$ cat src/rtl/bbs_pkg.sv
// Shared types and constants for the 3x3 brush box smoothing block.
// Holds the register map, the register bank layout and the pipeline control group.
// No dependencies.
package bbs_pkg;

   localparam int RADIUS_W    = 6;
   localparam int RSQ_W       = 28;
   localparam int FRAC_W      = 8;
   localparam int OFFSET_W    = 7;
   localparam int CSR_INDEX_W = 3;
   localparam int CSR_DATA_W  = 28;

   typedef enum logic [CSR_INDEX_W-1:0] {
      CSR_LOOP_RADIUS = 3'd0,
      CSR_RADIUS_SQ   = 3'd1,
      CSR_FRAC_X      = 3'd2,
      CSR_FRAC_Y      = 3'd3,
      CSR_CIRCULAR    = 3'd4
   } csr_index_type;

   typedef struct packed {
      logic [RADIUS_W-1:0] loop_radius;
      logic [RSQ_W-1:0]    radius_sq;
      logic [FRAC_W-1:0]   frac_x;
      logic [FRAC_W-1:0]   frac_y;
      logic                circular;
   } cfg_type;

   localparam cfg_type CFG_RESET = '{
      loop_radius: 6'd1,
      radius_sq:   28'd65536,
      frac_x:      8'd0,
      frac_y:      8'd0,
      circular:    1'b1
   };

   // load enables of the three pipeline register groups
   typedef struct packed {
      logic a_load;
      logic b_load;
      logic out_load;
   } pipe_ctl_type;

endpackage

$ cat src/rtl/bbs_calc.sv
// Result datapath: rounded mean of nine by reciprocal multiply, and the brush
// distance test. Three register groups: stage A, stage B and the result register.
// Depends on bbs_pkg.
module bbs_calc #(
   parameter int HEIGHT_BITS = 16,
   parameter int MAX_SIDE    = 128
) (
   input  logic                                clock,
   input  bbs_pkg::pipe_ctl_type               ctl,
   input  bbs_pkg::cfg_type                    cfg,
   input  logic signed [HEIGHT_BITS+3:0]       sum,
   input  logic [$clog2(MAX_SIDE)-1:0]         pos_col,
   input  logic [$clog2(MAX_SIDE)-1:0]         pos_row,
   input  logic                                last,
   output logic signed [HEIGHT_BITS-1:0]       smoothed_height,
   output logic [bbs_pkg::OFFSET_W-1:0]        col_offset,
   output logic [bbs_pkg::OFFSET_W-1:0]        row_offset,
   output logic                                write_enable,
   output logic                                last_out
);
   import bbs_pkg::*;

   localparam int HB  = HEIGHT_BITS;
   localparam int CW  = $clog2(MAX_SIDE);
   localparam int PW  = (CW > RADIUS_W + 1) ? CW : RADIUS_W + 1;
   localparam int DW  = PW + 10;
   localparam int DSW = 2 * DW + 1;
   localparam int VW  = HB + 4;
   // v = sum + 9*2^(HB-1) + 4 is never negative; floor(v/9) - 2^(HB-1) is the mean
   localparam logic [63:0]   BIAS_FULL  = 64'd9 * (64'd1 << (HEIGHT_BITS - 1)) + 64'd4;
   localparam logic [VW-1:0] BIAS       = BIAS_FULL[VW-1:0];
   localparam logic [63:0]   RECIP_FULL = (64'd1 << (HEIGHT_BITS + 4)) / 64'd9;
   localparam logic [HB:0]   RECIP      = RECIP_FULL[HB:0];

   // stage 0: brush offsets from the window center
   logic signed [DW-1:0] tx, ty, dx, dy;
   logic [CW+OFFSET_W-1:0] col_wide, row_wide;

   always_comb begin
      tx = $signed(DW'(cfg.loop_radius)) + $signed(DW'(1)) - $signed(DW'(pos_col));
      ty = $signed(DW'(cfg.loop_radius)) + $signed(DW'(1)) - $signed(DW'(pos_row));
      dx = (tx <<< 8) + $signed(DW'(cfg.frac_x));
      dy = (ty <<< 8) + $signed(DW'(cfg.frac_y));
      col_wide = {{OFFSET_W{1'b0}}, pos_col};
      row_wide = {{OFFSET_W{1'b0}}, pos_row};
   end

   // stage A
   logic signed [HB+3:0]  sum_a_ff;
   logic signed [DW-1:0]  dx_a_ff, dy_a_ff;
   logic [OFFSET_W-1:0]   col_a_ff, row_a_ff;
   logic                  last_a_ff;

   always_ff @(posedge clock) begin
      if (ctl.a_load) begin
         sum_a_ff  <= sum;
         dx_a_ff   <= dx;
         dy_a_ff   <= dy;
         col_a_ff  <= col_wide[OFFSET_W-1:0];
         row_a_ff  <= row_wide[OFFSET_W-1:0];
         last_a_ff <= last;
      end
   end

   // stage A to B: multiplies
   logic [VW-1:0]          v_a;
   logic [VW+HB:0]         prod_a;
   logic signed [2*DW-1:0] dx_sq, dy_sq;
   logic [DSW-1:0]         dist_a;

   always_comb begin
      v_a    = VW'($unsigned(sum_a_ff)) + BIAS;
      prod_a = v_a * RECIP;
      dx_sq  = dx_a_ff * dx_a_ff;
      dy_sq  = dy_a_ff * dy_a_ff;
      dist_a = DSW'($unsigned(dx_sq)) + DSW'($unsigned(dy_sq));
   end

   // stage B
   logic [VW-1:0]       v_b_ff;
   logic [HB-1:0]       q0_b_ff;
   logic [DSW-1:0]      dist_b_ff;
   logic [OFFSET_W-1:0] col_b_ff, row_b_ff;
   logic                last_b_ff;

   always_ff @(posedge clock) begin
      if (ctl.b_load) begin
         v_b_ff    <= v_a;
         q0_b_ff   <= prod_a[VW +: HB];
         dist_b_ff <= dist_a;
         col_b_ff  <= col_a_ff;
         row_b_ff  <= row_a_ff;
         last_b_ff <= last_a_ff;
      end
   end

   // stage B to result: the reciprocal quotient is low by at most one
   logic [VW-1:0] rem_b;
   logic [HB-1:0] q_b;
   logic [HB-1:0] mean_b;
   logic          inside_b;

   always_comb begin
      rem_b    = v_b_ff - (VW'(q0_b_ff) << 3) - VW'(q0_b_ff);
      q_b      = q0_b_ff + HB'(rem_b >= VW'(9));
      mean_b   = {~q_b[HB-1], q_b[HB-2:0]};
      inside_b = !cfg.circular || (dist_b_ff < DSW'(cfg.radius_sq));
   end

   logic [HB-1:0]       mean_ff;
   logic [OFFSET_W-1:0] col_ff, row_ff;
   logic                we_ff, last_ff;

   always_ff @(posedge clock) begin
      if (ctl.out_load) begin
         mean_ff <= mean_b;
         col_ff  <= col_b_ff;
         row_ff  <= row_b_ff;
         we_ff   <= inside_b;
         last_ff <= last_b_ff;
      end
   end

   assign smoothed_height = $signed(mean_ff);
   assign col_offset      = col_ff;
   assign row_offset      = row_ff;
   assign write_enable    = we_ff;
   assign last_out        = last_ff;

endmodule

$ cat config.mk
export PLATFORM = sky130hd
export DESIGN_NAME = bbs_calc
export DESIGN_NICKNAME = d
export VERILOG_FILES = /design/src/rtl/bbs_pkg.sv /design/src/rtl/bbs_calc.sv
export SDC_FILE = /design/constraint.sdc
export NUM_CORES = 2
export LEC_CHECK = 0
export ABC_AREA = 1
export BUFFER_PORTS_ARGS = -buffer_cell sky130_fd_sc_hd__buf_2
export CAP_MARGIN = 15
export CORE_ASPECT_RATIO = 1.2
export CORE_UTILIZATION = 40
export DETAILED_ROUTE_END_ITERATION = 7
export PLACE_DENSITY_LB_ADDON = 0.05
export SLEW_MARGIN = 30
export SYNTH_ARGS = -nofsm -noshare
export SYNTH_HDL_FRONTEND = slang
export SYNTH_SLANG_ARGS = --single-unit
export TNS_END_PERCENT = 20
$ cat constraint.sdc
create_clock -name clock -period 9.78 [get_ports clock]
set_input_delay 0.489 -clock clock [delete_from_list [all_inputs] [get_ports clock]]
set_output_delay 0.489 -clock clock [all_outputs]
set_load 0.02 [all_outputs]
==> results.cfg <==
[outcome]
outcome = finished, final reports clean

[hold_path]
hold_depth = 1
hp-class = primary input to flop
min-delay-start = cfg[12]

[layout]
multi_input_area_sq_mm = 0.0246
final_area_sq_mm = 0.0370
final_cells = 4971
nets = 4918
drive_above_1_share_pct = 6.61
antenna_cells = 0
regArea_sq_mm = 0.00559
final_cell_mix = inv_1, fa_1, nand2_1
n_fill_cell = 8646
layout_commonest_cell = inv_1
syn2layout_area_growth_pct = 7.14

[drt]
route.detailed.drc = 0
post_drt_wl_per_cell_um = 17.5
num_vias = 23600
wirelength_um = 86900
vias_per_cell = 4.75
drt-initial-drc-count = 833
firstDrtPassIters = 5
ant_nets = 0

[clock_network]
cts_buffers = 17
cts_tree = built
insertion_delay_ns = 0.51
root_buffer = clkbuf_16
htreeDepth = 4
cts_buffer_depth = 2
path_clk_slew_ns = 0.09
post_cts_resized = 0
cts_sinks = 186
hold_buffers = 0
cts_setup_buffers = 0

[setup_path]
startpoint = dx_a_ff[6]
critPathMaxFanout = 18
cp-start-kind = flop
cp.arrival_ns = 8.15
required_ns = 10.05
cp_num_buf_inv = 5
crit_family = adder cells
path_class = flop to flop
cp_common_cell = fa_1
r2r-start = dx_a_ff[6]
cp.depth = 30
max_stage_delay_ns = 0.98
cp-end-kind = flop
slowest_stage = edfxtp_1
rr_worst_depth = 30

[timing]
rsz0062_at_grt = no
min_period_over_period_pct = 80.6
min_period_ns = 7.88
slew_headroom_pct = 37.0
worst_slew_pin_slew_ns = 0.944
setup_ws_ns = 1.90
skew_ns = 0.0201
slew_viol_final = 0
fmax_ghz = 0.127
setup_tns_ns = 0
hold_violations = 0
setup_viol = 0

[job]
drv_cap = 0

[global_routing]
grt_pass1_vias = 26100
grt_max_degree = 55
grt_pass1_wl_um = 140000
grt.overflow.total = 0
grt_antenna_before_repair = 6
track_usage_pct = 21.0

[logic_synthesis]
synth.avg_cell_area_sq_um = 9.22
synthCells = 3744
synth-main-ff-cell = edfxtp_1
yosysUniqueCellTypes = 52
synth.cell_area_sq_mm = 0.0345
synth-edff-count = 186
ys_seq_area_share_pct = 16.2
yosys_register_bits = 186
async_flop_share_pct = 0
yosys_warnings = 0
synth_fp_nets = 4834

[floorplan]
num_rows = 117
start_util_pct = 40.5
ios = 122
die_w_um = 270
die_area_sq_mm = 0.0875
fp.dieH_um = 324
core_sq_mm = 0.0852

[placement]
finalWeightedCongestion = 0.852
dp_slack_ns = 1.93
hpwl_um = 75900
placed_area_sq_mm = 0.0364
placedCellCount = 4939
io_buffers = 121
-- synthesized netlist by cell type, types with 3 or more instances --
cell | count | share of area, %
inv_1 | 1084 | 12
fa_1 | 618 | 36
nand2_1 | 543 | 5.9
ha_1 | 382 | 14
edfxtp_1 | 186 | 16
a21oi_1 | 169 | 2.5
nor2_1 | 146 | 1.6
xor2_1 | 120 | 3.0
o21ai_0 | 76 | 1.1
clkbuf_1 | 68 | 0.74
xnor2_1 | 65 | 1.6
nand3_1 | 61 | 0.88
nor3_1 | 25 | 0.36
nand4_1 | 21 | 0.38
a21oi_2 | 15 | 0.38
a21o_1 | 13 | 0.28
nand2_2 | 11 | 0.20
o21ai_2 | 11 | 0.28
o21bai_1 | 11 | 0.24
nor4_1 | 9 | 0.16
o21ai_1 | 9 | 0.13
o21a_1 | 8 | 0.17
a31oi_1 | 7 | 0.13
o211ai_2 | 6 | 0.22
a21boi_0 | 5 | 0.11
a221oi_1 | 5 | 0.13
nand3b_1 | 5 | 0.11
o211ai_1 | 5 | 0.11
buf_1 | 4 | 0.043
inv_2 | 4 | 0.043
nand3_2 | 4 | 0.12
nor2_2 | 4 | 0.072
nor4_2 | 4 | 0.14
or2_2 | 4 | 0.072
a211oi_1 | 3 | 0.065
a21boi_1 | 3 | 0.065
a21boi_2 | 3 | 0.098
a31o_2 | 3 | 0.076
nor3_2 | 3 | 0.087
nor3b_1 | 3 | 0.065
o21bai_2 | 3 | 0.098
-- cell type report --
cell class | instances | share of cell area [%]
clock buffer | 18 | 1.16
clock inverter | 14 | 0.416
multi-input combinational | 2398 | 66.5
timing repair buffer | 137 | 1.98
sequential | 186 | 15.1
inverter | 1088 | 11.0
tap | 1130 | 3.82
-- per-stage QoR --
step / utilization, % / hold WS, ns
2_1_floorplan: - / 0.400
3_3_place_gp: 42.7 / 0.401
3_5_place_dp: 42.7 / 0.405
4_1_cts: 43.4 / 0.111
5_1_grt: 43.4 / 0.122
6_report: 43.4 / 0.150
-- metal layers --
metal  vias up  wire length [um]  GRT usage (%)
met1     11800             35400           24.1
met5         -                23              0
met4         4              1720           5.16
met2       285             47600           41.0
li1      11500                 -              -
met3        80              2160           2.24
-- state kept, by name, indices dropped and copies added, names as in the netlist --
signal and flops:
col_a_ff 7, col_b_ff 7, col_offset 7, dist_b_ff 35
dx_a_ff 17, dy_a_ff 16, last_a_ff 1, last_b_ff 1
last_out 1, q0_b_ff 16, row_a_ff 7, row_b_ff 7
row_offset 7, smoothed_height 16, sum_a_ff 20, v_b_ff 20
write_enable 1
-- logic make-up (layout without fill, tap and decap cells) --
kind of cell    Yosys count  after routing  share of synthesized area [%]
flops                   186            186                           16.2
compound gates          364            364                           6.45
buf+inv                1160           1257                           12.6
fa+ha+maj              1000           1000                           49.7
simple gates            847            847                           10.3
xor+xnor                187            187                           4.79
-- final timing paths --
kind                    to  slack, ns
max reg2reg  dist_b_ff[33]       1.90
min reg2reg    col_b_ff[6]       0.42
min             dx_a_ff[3]       0.15
max          dist_b_ff[33]       1.90
Power is not shown: default switching activity piles up to over one toggle a cycle in this logic, so the estimate is an artifact.
